`src/rtl/wsc_pkg.sv`:
```
package wsc_pkg;

    // transaction field widths
    localparam int OP_W     = 3;
    localparam int ADDR_W   = 8;
    localparam int DATA_W   = 8;
    localparam int SAMPLE_W = 4;

    // internal state widths
    localparam int FREQ_W  = 11;
    localparam int TIMER_W = 12;
    localparam int LEN_W   = 9;
    localparam int VOL_W   = 2;

    // operation codes
    localparam logic [OP_W-1:0] OP_TICK   = 3'd0;
    localparam logic [OP_W-1:0] OP_REG_RD = 3'd1;
    localparam logic [OP_W-1:0] OP_REG_WR = 3'd2;
    localparam logic [OP_W-1:0] OP_PAT_RD = 3'd3;
    localparam logic [OP_W-1:0] OP_PAT_WR = 3'd4;

    // register codes
    localparam logic [ADDR_W-1:0] REG_DAC  = 8'h1A;
    localparam logic [ADDR_W-1:0] REG_LEN  = 8'h1B;
    localparam logic [ADDR_W-1:0] REG_VOL  = 8'h1C;
    localparam logic [ADDR_W-1:0] REG_FLO  = 8'h1D;
    localparam logic [ADDR_W-1:0] REG_FHI  = 8'h1E;

    // read-back masks
    localparam logic [DATA_W-1:0] MASK_DAC = 8'h7F;
    localparam logic [DATA_W-1:0] MASK_VOL = 8'h9F;
    localparam logic [DATA_W-1:0] MASK_FHI = 8'hBF;
    localparam logic [DATA_W-1:0] READ_FF  = 8'hFF;

    localparam logic [LEN_W-1:0]   LEN_FULL  = 9'd256;
    localparam logic [TIMER_W-1:0] TIMER_MAX = 12'hFFF;

    // period reload: (2048 - f) * 2, saturated to the timer width
    function automatic logic [TIMER_W-1:0] period_reload(input logic [FREQ_W-1:0] freq);
        logic [FREQ_W-1:0] neg;
        neg = FREQ_W'(0) - freq;
        if (freq == '0) begin
            period_reload = TIMER_MAX;
        end else begin
            period_reload = {neg, 1'b0};
        end
    endfunction

endpackage

```
`src/rtl/wsc_in_if.sv`:
```
interface wsc_in_if;
    logic                         valid;
    logic                         ready;
    logic [wsc_pkg::OP_W-1:0]     operation;
    logic [wsc_pkg::ADDR_W-1:0]   address;
    logic [wsc_pkg::DATA_W-1:0]   write_data;

    modport source (output valid, output operation, output address, output write_data,
                    input ready);
    modport sink   (input valid, input operation, input address, input write_data,
                    output ready);
endinterface

```
`src/rtl/wsc_out_if.sv`:
```
interface wsc_out_if;
    logic                           valid;
    logic                           ready;
    logic [wsc_pkg::DATA_W-1:0]     read_data;
    logic [wsc_pkg::SAMPLE_W-1:0]   sample_out;
    logic                           channel_active;

    modport source (output valid, output read_data, output sample_out, output channel_active,
                    input ready);
    modport sink   (input valid, input read_data, input sample_out, input channel_active,
                    output ready);
endinterface

```
`src/rtl/wsc_ram.sv`:
```
module wsc_ram #(
    parameter int WIDTH = 8,
    parameter int DEPTH = 16
) (
    input  logic                     i_clk,
    input  logic                     i_we,
    input  logic                     i_re,
    input  logic [$clog2(DEPTH)-1:0] i_addr,
    input  logic [WIDTH-1:0]         i_wdata,
    output logic [WIDTH-1:0]         o_rdata
);

    logic [WIDTH-1:0] r_mem [DEPTH];
    logic [WIDTH-1:0] r_rdata;

    // single port, registered read
    always_ff @(posedge i_clk) begin
        if (i_we) begin
            r_mem[i_addr] <= i_wdata;
        end
        if (i_re) begin
            r_rdata <= r_mem[i_addr];
        end
    end

    assign o_rdata = r_rdata;

endmodule

```
`src/rtl/wavetable_sound_channel.sv`:
```
// A result passes through the pattern RAM registered read (stage 1), then the output
//   register.
// Throughput: one transaction per cycle, sustained while the output side takes results.
// Reset (synchronous, active low) clears timer, position, registers, held sample and
//   pipeline valids, and sets power on; the pattern RAM is not cleared.
module wavetable_sound_channel #(
    parameter int PATTERN_BYTES = 16
) (
    input  logic       i_clk,
    input  logic       i_rst_n,
    input  logic       i_cfg_we,
    input  logic       i_cfg_wdata,
    wsc_in_if.sink     i_in,
    wsc_out_if.source  o_out
);

    localparam int AW = $clog2(PATTERN_BYTES);
    localparam int PW = AW + 1;

    // channel state
    logic                              r_power, n_power;
    logic [PW-1:0]                     r_pos, n_pos;
    logic [wsc_pkg::TIMER_W-1:0]       r_timer, n_timer;
    logic [wsc_pkg::FREQ_W-1:0]        r_freq, n_freq;
    logic [wsc_pkg::VOL_W-1:0]         r_vol, n_vol;
    logic                              r_dac, n_dac;
    logic                              r_active, n_active;
    logic [wsc_pkg::LEN_W-1:0]         r_len, n_len;
    logic                              r_len_en, n_len_en;
    logic [wsc_pkg::SAMPLE_W-1:0]      r_held, n_held;

    // stage 1 (waiting on RAM read data)
    logic                              r_s1_valid;
    logic                              r_s1_tick;
    logic                              r_s1_pat_rd;
    logic [wsc_pkg::DATA_W-1:0]        r_s1_rd;
    logic [wsc_pkg::VOL_W-1:0]         r_s1_vol;
    logic                              r_s1_nib_hi;
    logic                              r_s1_active;

    // output register
    logic                              r_o_valid;
    logic [wsc_pkg::DATA_W-1:0]        r_o_rd;
    logic [wsc_pkg::SAMPLE_W-1:0]      r_o_sample;
    logic                              r_o_active;

    logic                              w_accept;
    logic                              w_s1_adv;
    logic [wsc_pkg::DATA_W-1:0]        w_reg_rd;
    logic [AW-1:0]                     w_ram_addr;
    logic [wsc_pkg::DATA_W-1:0]        w_ram_rdata;
    logic [wsc_pkg::SAMPLE_W-1:0]      w_nib;
    logic [wsc_pkg::SAMPLE_W-1:0]      w_shifted;

    // handshake: stage 1 moves on when the output register is free or being taken
    assign w_s1_adv   = r_s1_valid && (!r_o_valid || o_out.ready);
    assign i_in.ready = !r_s1_valid || w_s1_adv;
    assign w_accept   = i_in.valid && i_in.ready;

    // configuration
    always_comb begin
        n_power = r_power;
        if (i_cfg_we) begin
            n_power = i_cfg_wdata;
        end
    end

    // register read-back
    always_comb begin
        unique case (i_in.address)
            wsc_pkg::REG_DAC: w_reg_rd = {r_dac, 7'd0} | wsc_pkg::MASK_DAC;
            wsc_pkg::REG_VOL: w_reg_rd = {1'b0, r_vol, 5'd0} | wsc_pkg::MASK_VOL;
            wsc_pkg::REG_FHI: w_reg_rd = {1'b0, r_len_en, 6'd0} | wsc_pkg::MASK_FHI;
            default:          w_reg_rd = wsc_pkg::READ_FF;
        endcase
    end

    // channel state update for an accepted transaction
    always_comb begin
        n_pos    = r_pos;
        n_timer  = r_timer;
        n_freq   = r_freq;
        n_vol    = r_vol;
        n_dac    = r_dac;
        n_active = r_active;
        n_len    = r_len;
        n_len_en = r_len_en;
        if (w_accept) begin
            unique case (i_in.operation)
                wsc_pkg::OP_TICK: begin
                    if (r_timer != '0) begin
                        n_timer = r_timer - 1'b1;
                        if (r_timer == wsc_pkg::TIMER_W'(1)) begin
                            n_timer = wsc_pkg::period_reload(r_freq);
                            n_pos   = r_pos + 1'b1;
                        end
                    end
                end
                wsc_pkg::OP_REG_WR: begin
                    if (r_power || i_in.address == wsc_pkg::REG_LEN) begin
                        unique case (i_in.address)
                            wsc_pkg::REG_DAC: begin
                                n_dac = i_in.write_data[7];
                                if (!i_in.write_data[7]) begin
                                    n_active = 1'b0;
                                end
                            end
                            wsc_pkg::REG_LEN: begin
                                n_len = wsc_pkg::LEN_FULL - {1'b0, i_in.write_data};
                            end
                            wsc_pkg::REG_VOL: begin
                                n_vol = i_in.write_data[6:5];
                            end
                            wsc_pkg::REG_FLO: begin
                                n_freq[7:0] = i_in.write_data;
                            end
                            wsc_pkg::REG_FHI: begin
                                n_freq[10:8] = i_in.write_data[2:0];
                                n_len_en     = i_in.write_data[6];
                                // trigger
                                if (i_in.write_data[7]) begin
                                    if (r_dac) begin
                                        n_active = 1'b1;
                                    end
                                    if (r_len == '0) begin
                                        n_len    = wsc_pkg::LEN_FULL;
                                        n_len_en = 1'b0;
                                    end
                                    n_timer = wsc_pkg::period_reload(
                                        {i_in.write_data[2:0], r_freq[7:0]});
                                    n_pos   = '0;
                                end
                            end
                            default: ;
                        endcase
                    end
                end
                default: ;
            endcase
        end
    end

    // pattern RAM: ticks read the byte at the new position, otherwise the bus offset
    assign w_ram_addr = (i_in.operation == wsc_pkg::OP_TICK) ? n_pos[PW-1:1]
                                                             : i_in.address[AW-1:0];

    wsc_ram #(
        .WIDTH (wsc_pkg::DATA_W),
        .DEPTH (PATTERN_BYTES)
    ) u_pattern_ram (
        .i_clk   (i_clk),
        .i_we    (w_accept && i_in.operation == wsc_pkg::OP_PAT_WR),
        .i_re    (w_accept),
        .i_addr  (w_ram_addr),
        .i_wdata (i_in.write_data),
        .o_rdata (w_ram_rdata)
    );

    // nibble select and volume shift; code zero mutes
    assign w_nib = r_s1_nib_hi ? w_ram_rdata[7:4] : w_ram_rdata[3:0];
    always_comb begin
        unique case (r_s1_vol)
            2'd0:    w_shifted = '0;
            2'd1:    w_shifted = w_nib;
            2'd2:    w_shifted = w_nib >> 1;
            default: w_shifted = w_nib >> 2;
        endcase
    end

    always_comb begin
        n_held = r_held;
        if (w_s1_adv && r_s1_tick) begin
            n_held = w_shifted;
        end
    end

    // control registers
    always_ff @(posedge i_clk) begin
        if (!i_rst_n) begin
            r_power    <= 1'b1;
            r_pos      <= '0;
            r_timer    <= '0;
            r_freq     <= '0;
            r_vol      <= '0;
            r_dac      <= 1'b0;
            r_active   <= 1'b0;
            r_len      <= '0;
            r_len_en   <= 1'b0;
            r_held     <= '0;
            r_s1_valid <= 1'b0;
            r_o_valid  <= 1'b0;
        end else begin
            r_power    <= n_power;
            r_pos      <= n_pos;
            r_timer    <= n_timer;
            r_freq     <= n_freq;
            r_vol      <= n_vol;
            r_dac      <= n_dac;
            r_active   <= n_active;
            r_len      <= n_len;
            r_len_en   <= n_len_en;
            r_held     <= n_held;
            if (w_accept) begin
                r_s1_valid <= 1'b1;
            end else if (w_s1_adv) begin
                r_s1_valid <= 1'b0;
            end
            if (w_s1_adv) begin
                r_o_valid <= 1'b1;
            end else if (o_out.ready) begin
                r_o_valid <= 1'b0;
            end
        end
    end

    // stage 1 payload
    always_ff @(posedge i_clk) begin
        if (w_accept) begin
            r_s1_tick   <= (i_in.operation == wsc_pkg::OP_TICK);
            r_s1_pat_rd <= (i_in.operation == wsc_pkg::OP_PAT_RD);
            r_s1_rd     <= (i_in.operation == wsc_pkg::OP_REG_RD) ? w_reg_rd : '0;
            r_s1_vol    <= r_vol;
            r_s1_nib_hi <= n_pos[0];
            r_s1_active <= n_active;
        end
    end

    // output payload
    always_ff @(posedge i_clk) begin
        if (w_s1_adv) begin
            r_o_rd     <= r_s1_pat_rd ? w_ram_rdata : r_s1_rd;
            r_o_sample <= n_held;
            r_o_active <= r_s1_active;
        end
    end

    assign o_out.valid          = r_o_valid;
    assign o_out.read_data      = r_o_rd;
    assign o_out.sample_out     = r_o_sample;
    assign o_out.channel_active = r_o_active;

endmodule

```
`src/flat_wrapper.sv`:
```
// flat-port wrapper written by rule: the top's interface ports become plain ports
module wavetable_sound_channel_flat 
#(
    parameter int PATTERN_BYTES = 16
)
  (i_clk, i_rst_n, i_cfg_we, i_cfg_wdata, i_in_valid, i_in_operation, i_in_address, i_in_write_data, i_in_ready, o_out_valid, o_out_read_data, o_out_sample_out, o_out_channel_active, o_out_ready);
  wsc_in_if i_in_i ();
  wsc_out_if o_out_i ();
  input  logic i_clk;
  input  logic i_rst_n;
  input  logic i_cfg_we;
  input  logic i_cfg_wdata;
  input wire logic [$bits(i_in_i.valid)-1:0] i_in_valid;
  input wire logic [$bits(i_in_i.operation)-1:0] i_in_operation;
  input wire logic [$bits(i_in_i.address)-1:0] i_in_address;
  input wire logic [$bits(i_in_i.write_data)-1:0] i_in_write_data;
  output wire logic [$bits(i_in_i.ready)-1:0] i_in_ready;
  output wire logic [$bits(o_out_i.valid)-1:0] o_out_valid;
  output wire logic [$bits(o_out_i.read_data)-1:0] o_out_read_data;
  output wire logic [$bits(o_out_i.sample_out)-1:0] o_out_sample_out;
  output wire logic [$bits(o_out_i.channel_active)-1:0] o_out_channel_active;
  input wire logic [$bits(o_out_i.ready)-1:0] o_out_ready;
  assign i_in_i.valid = i_in_valid;
  assign i_in_i.operation = i_in_operation;
  assign i_in_i.address = i_in_address;
  assign i_in_i.write_data = i_in_write_data;
  assign i_in_ready = i_in_i.ready;
  assign o_out_valid = o_out_i.valid;
  assign o_out_read_data = o_out_i.read_data;
  assign o_out_sample_out = o_out_i.sample_out;
  assign o_out_channel_active = o_out_i.channel_active;
  assign o_out_i.ready = o_out_ready;
  wavetable_sound_channel #(.PATTERN_BYTES(PATTERN_BYTES)) u_core (.i_clk(i_clk), .i_rst_n(i_rst_n), .i_cfg_we(i_cfg_we), .i_cfg_wdata(i_cfg_wdata), .i_in(i_in_i), .o_out(o_out_i));
endmodule
```
`config.mk`:
```
export PLATFORM = sky130hd
export DESIGN_NAME = wavetable_sound_channel_flat
export DESIGN_NICKNAME = d
export VERILOG_FILES = /design/src/rtl/wsc_pkg.sv /design/src/rtl/wsc_in_if.sv /design/src/rtl/wsc_out_if.sv /design/src/rtl/wsc_ram.sv /design/src/rtl/wavetable_sound_channel.sv /design/src/flat_wrapper.sv
export SDC_FILE = /design/constraint.sdc
export NUM_CORES = 1
export LEC_CHECK = 0
export ABC_AREA = 1
export BUFFER_PORTS_ARGS = -buffer_cell sky130_fd_sc_hd__buf_2
export CELL_PAD_IN_SITES_DETAIL_PLACEMENT = 1
export CELL_PAD_IN_SITES_GLOBAL_PLACEMENT = 1
export CORE_MARGIN = 5
export CORE_UTILIZATION = 51
export CTS_BUF_LIST = sky130_fd_sc_hd__clkbuf_8
export CTS_CLUSTER_DIAMETER = 200
export DETAILED_ROUTE_END_ITERATION = 8
export GPL_ROUTABILITY_DRIVEN = 0
export PLACE_DENSITY_LB_ADDON = 0.1
export SLEW_MARGIN = 0
export SYNTH_ARGS = -nofsm -noshare
export SYNTH_HDL_FRONTEND = slang
export SYNTH_SLANG_ARGS = --single-unit
```
`constraint.sdc`:
```
create_clock -name i_clk -period 3 [get_ports i_clk]
set_input_delay 0 -clock i_clk [delete_from_list [all_inputs] [get_ports i_clk]]
set_output_delay 0 -clock i_clk [all_outputs]
set_load 0.1 [all_outputs]
```
* Word-level counts from Yosys, hierarchy flattened *
Memories as Yosys holds them, arrays and structs flattened. A register that Yosys moved wholly into a read port is not among the register bits.
Cells that the tools add are included.

cells by class
  $add $sub $neg = 5
  bitwise logic cells = 0
  divide/modulo/power cells = 0
  multiplexer cells = 39
  order comparisons = 0
  shift operators = 0
  reductions and logical operators = 25
  multiply operators = 0
  eq/ne operators = 18

operators by type and width
  operator               number
  $mux 12                7
  $eq 8x5->1 const B     5
  $mux 5                 6
  $pmux 12 s2            1
  $pmux 8 s3             1
  $logic_not 11->1       2
  $sub 1x11->11 const A  2
  $mux 9                 2
  $pmux 9 s2             1
  $reduce_and 4->1       4
  $mux 1                 14
  $eq 12x1->1 const B    1
  $mux 4                 3
  $pmux 4 s3             1
  $reduce_and 6->1       2
  $reduce_bool 12->1     1
  $sub 12x1->12 const B  1
  $pmux 5 s2             1
  $logic_not 9->1        1
  $sub 9x8->9 const A    1
  $mux 8                 1
  $ne 2x1->1 const B     4
  $reduce_bool 2->1      4
  $eq 3x2->1 const B     2
  other kinds (12)       19

word-level totals
  word-level logic and storage cells = 110
  latch bits = 0
  register bits = 76
  memories kept = 1
  bits in writable memories = 128
  bits in read-only memories = 0
  bits of input ports = 25
  output and inout bits = 15

memories
  name                        words  bits a word  read ports  clocked after Yosys merged registers in  write ports  RTL line       RTL
  u_core.u_pattern_ram.r_mem  16     8            1           1                                        1            wsc_ram.sv:13  logic [WIDTH-1:0] r_mem [DEPTH];

* Depth between registers and ports, before layout *
  depth in word-level cells = 8
  mapped depth = 18
  gate-level depth less buffers = 18

* By module *
Synthesis repeated with hierarchy kept, for this count alone.

unflattened totals
  cell total of the unflattened synthesis = 1126
  area, all modules = 9824.4 um^2

modules (own cells, without submodules)
  module                   seq. area each (um^2)  times used  cells an instance  area an instance (um^2)
  wsc_ram                  4083.9                 1           548                5672.9
  wavetable_sound_channel  1671.6                 1           578                4151.5

* Worst setup path before layout *
OpenSTA, ideal clock, no wires.

  path kind = register to register
  from = register u_core.r_o_valid, in the netlist u_core.o_out.valid
  to = memory u_core.u_pattern_ram.r_mem[4][0], enable pin
  stages on the path, launching flop included = 13
  clock period less this slack = 3833 ps
  buffers on the path = 0
  library setup time = 370 ps
  data required time = 2630 ps
  setup slack = -833 ps
  data arrival time = 3463 ps
  path through = dfxtp_1 -> nand3_2 -> nand2_1 -> inv_2 -> nand2_2 -> nand2_2 -> nand3_1 -> nand3_1 -> nand2_4 -> inv_4 -> nor2_4 -> inv_2 -> nor2_1

on the way
  cells in the longest elaborated chain, start to end = 8
  elaborated cells on any way between the ends = 10
  classes of those cells = 4 x mux; 6 x reduce/logical

ends and longest elaborated chain
  item                           RTL line                        RTL
  start, declared                wavetable_sound_channel.sv:42   logic r_o_valid;
  start signal, assigned         wavetable_sound_channel.sv:191  r_o_valid <= 1'b0;
  start signal, assigned         wavetable_sound_channel.sv:209  r_o_valid <= 1'b1;
  start signal, assigned         wavetable_sound_channel.sv:211  r_o_valid <= 1'b0;
  $logic_not 1->1 *              wavetable_sound_channel.sv:56   assign w_s1_adv = r_s1_valid && (!r_o_valid || o_out.ready);
  $logic_or 1x1->1 *             wavetable_sound_channel.sv:56
  $logic_and 1x1->1 *            wavetable_sound_channel.sv:56
  $logic_or 1x1->1 *             wavetable_sound_channel.sv:57   assign i_in.ready = !r_s1_valid || w_s1_adv;
  via i_in_ready                 flat_wrapper.sv:17              output wire logic [$bits(i_in_i.ready)-1:0] i_in_ready;
  $logic_and 1x1->1 *            wavetable_sound_channel.sv:58   assign w_accept = i_in.valid && i_in.ready;
  via u_core.u_pattern_ram.i_re  wsc_ram.sv:7                    input logic i_re,
  $logic_and 1x1->1              wavetable_sound_channel.sv:152  .i_we (w_accept && i_in.operation == wsc_pkg::OP_PAT_WR),
  $mux 1                         wsc_ram.sv:18                   if (i_we) begin
  $mux 1 (implied by the code)   wsc_ram.sv:19                   r_mem[i_addr] <= i_wdata;
  end, declared                  wsc_ram.sv:13

The timed path passes the listed nets; every way through them passes the cells marked *.

* Final worst setup path *
  from = register u_core.r_timer[8] in the netlist's numbering
  to = memory u_core.u_pattern_ram.r_mem[15][1], enable pin

on the way
  cells in the longest elaborated chain, start to end = 6
  elaborated cells on any way between the ends = 7
  classes of those cells = 1 x eq/ne; 5 x mux; 1 x reduce/logical

ends and longest elaborated chain
  item                    RTL line                        RTL
  start, declared         wavetable_sound_channel.sv:23   logic [wsc_pkg::TIMER_W-1:0] r_timer, n_timer;
  start signal, assigned  wavetable_sound_channel.sv:195  r_timer <= n_timer;
  $eq 12x1->1             wavetable_sound_channel.sv:93   if (r_timer == wsc_pkg::TIMER_W'(1)) begin
  $mux 5                  wavetable_sound_channel.sv:93
  $mux 5 *                wavetable_sound_channel.sv:91   if (r_timer != '0) begin
  $pmux 5 s2 *            wavetable_sound_channel.sv:89   unique case (i_in.operation)
  $mux 5 *                wavetable_sound_channel.sv:88   if (w_accept) begin
  $mux 4 *                wavetable_sound_channel.sv:144  assign w_ram_addr = (i_in.operation == wsc_pkg::OP_TICK) ? n_pos[PW-1:1]

Mark *: on every way between the ends. The rest lies on a longest branch, timed or not.

==> results by group <==
Run status
  – Status: completed

Worst hold path
  – Hold path start: i_in_write_data[3]
  – HP Class: input port to flip-flop

Timing
  – TNS Setup: 0 ps
  – Max Slew Vio Count: 0
  – Final Critical Period: ~2700 ps
  – Final setup vio count: 0
  – Least-Margin Pin Slew: approximately 920 ps
  – Slew margin rel.: 0.383
  – Tcrit/Tclk final: 0.892
  – RSZ-0062 raised after global routing: false
  – Endpoints failing hold: 0
  – Final setup margin: around 320 ps
  – Fmax: approximately 0.37 GHz
  – Fin Clk Skew: between 20 and 25 ps

Route
  – Avg WL per Cell: just under 20 µm
  – Antenna viol nets, final: 0
  – Starting DRT DRC Count: 570
  – DRC viols: 0
  – First-pass DRT Iterations: 5
  – Vias per cell: 5.40
  – Routed wire length: ~29000 µm
  – Routed vias: between 7000 and 8000

Clock network
  – Clk Latency, worst-skew pair: between 500 and 600 ps
  – # H-tree levels: 2
  – CTS buffer count: 37
  – Setup Buffers After CTS: 0
  – Num Clock Sinks: roughly 210
  – Clock buffer depth: 3
  – CTS tree: done
  – Clock Pin Slew Worst Setup and Hold Paths: roughly 60 ps
  – Root buffer cell: clkbuf_8

Synthesis
  – Yosys top cell by area: edfxtp_1
  – Top post-synthesis cells by count: nand2_1, edfxtp_1, inv_1
  – Syn Std Cell Area: between 10000 and 15000 µm²
  – Most frequent cell after synthesis: nand2_1
  – EDFF count, synth: around 160
  – Synth top area share: 0.461
  – Synth Instances: 1075
  – Sequential area share after synthesis: 0.556
  – Syn_nets: roughly 1100
  – Avg Inst Size Synth: 9.64 µm²
  – Top post-synthesis cells by area: edfxtp_1, nand2_1, dfxtp_1
  – Synthesized flop and latch total: ~210
  – Primary FF master, synth: edfxtp_1
  – Yosys cell types: 48
  – Post-synth ARST share: 0
  – Ys Warns: 0

Worst setup path
  – CP max stage cell: dfxtp_1
  – Setup crit end kind: flip-flop
  – Reg2reg start: u_core.r_timer[8]
  – Cells along the critical path: nor2_4 > nand2_1 > nor2_2 > nand3_2 > nor2_4 > nand2_2 > o21bai_4 > nand3_2 > nand2_4 > nand3_1 > nor2_1 > buf_4
  – Origin of the worst setup path: u_core.r_timer[8]
  – Crit-path max FO: 25
  – Critical path type: flip-flop to flip-flop
  – Worst path arrival time: 2890 ps
  – Worst Setup Start Kind: flip-flop
  – Worst path max stage delay: roughly 360 ps
  – Critical Path RT: approximately 3200 ps

Placed design
  – Buffers added on ports: 39
  – DP HPWL: between 15000 and 20000 µm
  – Setup WS pre-CTS: approximately 330 ps

Pwr
  – Worst vdd ir: around 0.43 mV
  – PwrDens: 543 nW/µm²
  – Total power: approximately 0.0064 W
  – Leak: 4.99 nW

Cells and area
  – Area Overhead vs Synth: 13.1%
  – # diodes: 0
  – FF+latch area: ~5800 µm²
  – Area of the multi-input gates: between 3000 and 4000 µm²
  – Nets: about 1200
  – Proportion of layout cells with a drive suffix above 1: 0.198
  – Fillers: 2299

Global routing
  – Initial antenna violation count: 0
  – Overflow after GRT: 0
  – Vias in the first global route: 7988
  – Global-route wire length before repair: 45400 µm
  – Largest net degree at the start of global routing: 65
  – Gr usage total: 0.245

Floorplanning
  – Die ar.: about 23000 µm²
  – Core Box Area: ~20000 µm²
  – DIE HEIGHT: around 150 µm
  – Io pins: 40
  – Initial Util: 0.515
  – Row cnt: between 50 and 60
  – Chip width: 153 µm

Flow run
  – Max-cap violations: 0
## metrics by stage
step	hold slack [ps]	instance area [µm²]	cells	util
3_5_place_dp	206	10800	1379	0.539
6_report	6.65	11700	1466	0.583
2_1_floorplan	98.9	10400	1075	-
3_3_place_gp	202	10800	1379	0.539
4_1_cts	0.699	11700	1464	0.582
5_1_grt	10.7	11700	1466	0.583
## what timing repair did
item | 4_1_cts | 5_1_grt
hold endpoints to repair | 30 | 4
hold buffers | 17 | 2
gates resized for setup | 0 | 0
## worst max-delay path, delay by kind of cell, from the launching register on
| family | cells | cell delay (ps) |
|---|---|---|
| and+or+nand+nor | 10 | 1650 |
| DFF | 1 | 360 |
| buffers and inverters | 1 | 210 |
| AOI/OAI and AO/OA | 1 | 140 |
## worst paths after layout
check / to / slack [ps] / cells past startpoint
setup / recovery: u_core.u_pattern_ram.r_mem[15][1] / 320 / 12
hold / removal: u_core.u_pattern_ram.r_mem[6][3] / 7 / 1
setup reg to reg: u_core.u_pattern_ram.r_mem[15][1] / 320 / 12
hold reg to reg: u_core.o_out.channel_active / 430 / 0
## placed cells by master, fill, tap and decap left out, types with 5 or more instances in the layout
master | Yosys | final
dfxtp_1 | 49 | 48
nor2_4 | 7 | 7
a21oi_1 | 46 | 46
nand3_2 | 66 | 65
nand2_1 | 346 | 345
o21ai_0 | 44 | 44
inv_2 | 11 | 11
nand2_2 | 11 | 11
xor2_1 | 12 | 12
buf_2 | 9 | 39
inv_1 | 88 | 101
ha_1 | 7 | 7
clkbuf_8 | 0 | 39
nand2_4 | 5 | 6
dlygate4sd3_1 | 0 | 19
clkinv_1 | 0 | 10
nand4_1 | 5 | 5
nor3_1 | 9 | 9
nand3_1 | 70 | 70
buf_4 | 6 | 30
nor2_1 | 53 | 53
edfxtp_1 | 159 | 159
## sequential cells by signal, indices dropped and copies added, names as in the netlist
| register | flops |
|---|---|
| u_core.u_pattern_ram.r_mem | 128 |
| u_core.r_timer | 12 |
| u_core.r_freq | 11 |
| u_core.r_len | 9 |
| u_core.o_out.read_data | 8 |
| u_core.u_pattern_ram.o_rdata | 8 |
| u_core.r_pos | 5 |
| u_core.o_out.sample_out | 4 |
| u_core.r_held | 4 |
| u_core.r_s1_rd | 4 |
| u_core.r_s1_vol | 2 |
| u_core.r_vol | 2 |
| u_core.o_out.channel_active | 1 |
| u_core.o_out.valid | 1 |
| u_core.r_active | 1 |
| u_core.r_dac | 1 |
| u_core.r_len_en | 1 |
| u_core.r_power | 1 |
| u_core.r_s1_active | 1 |
| u_core.r_s1_nib_hi | 1 |
| u_core.r_s1_pat_rd | 1 |
| u_core.r_s1_tick | 1 |
| u_core.r_s1_valid | 1 |
## cells by family (layout without fill, tap and decap cells)
group,Yosys count,in the layout,share of synthesized area
simple gates,592,592,0.291
compound gates,115,115,0.0633
buf+inv,137,258,0.0685
flops,208,208,0.556
fa+ha+maj,7,7,0.00845
xor+xnor,16,16,0.0135
## power breakdown
part,total (W),internal (W),switching [W]
clock,0.00245,0.00129,0.00116
combinational,0.000733,0.000206,0.000527
sequential,0.00318,0.00315,0.0000322
## routing by layer
| metal | wire (µm) | track usage | part of all wire |
|---|---|---|---|
| met1 | 12900 | 0.355 | 0.45 |
| met2 | 13600 | 0.394 | 0.48 |
| met3 | 1630 | 0.0392 | 0.057 |
| met4 | 377 | 0.0522 | 0.013 |
| met5 | 0 | 0 | 0 |
## layout make-up
cell class,instances,area share
flip-flops and latches,208,0.492
multi-input cells,730,0.334
repair buffers,90,0.0555
clock buffers,39,0.0458
inverters,100,0.0323
well taps,270,0.0288
clock inverters,29,0.0123
No activity file was read; power rests on OpenSTA's default activity.
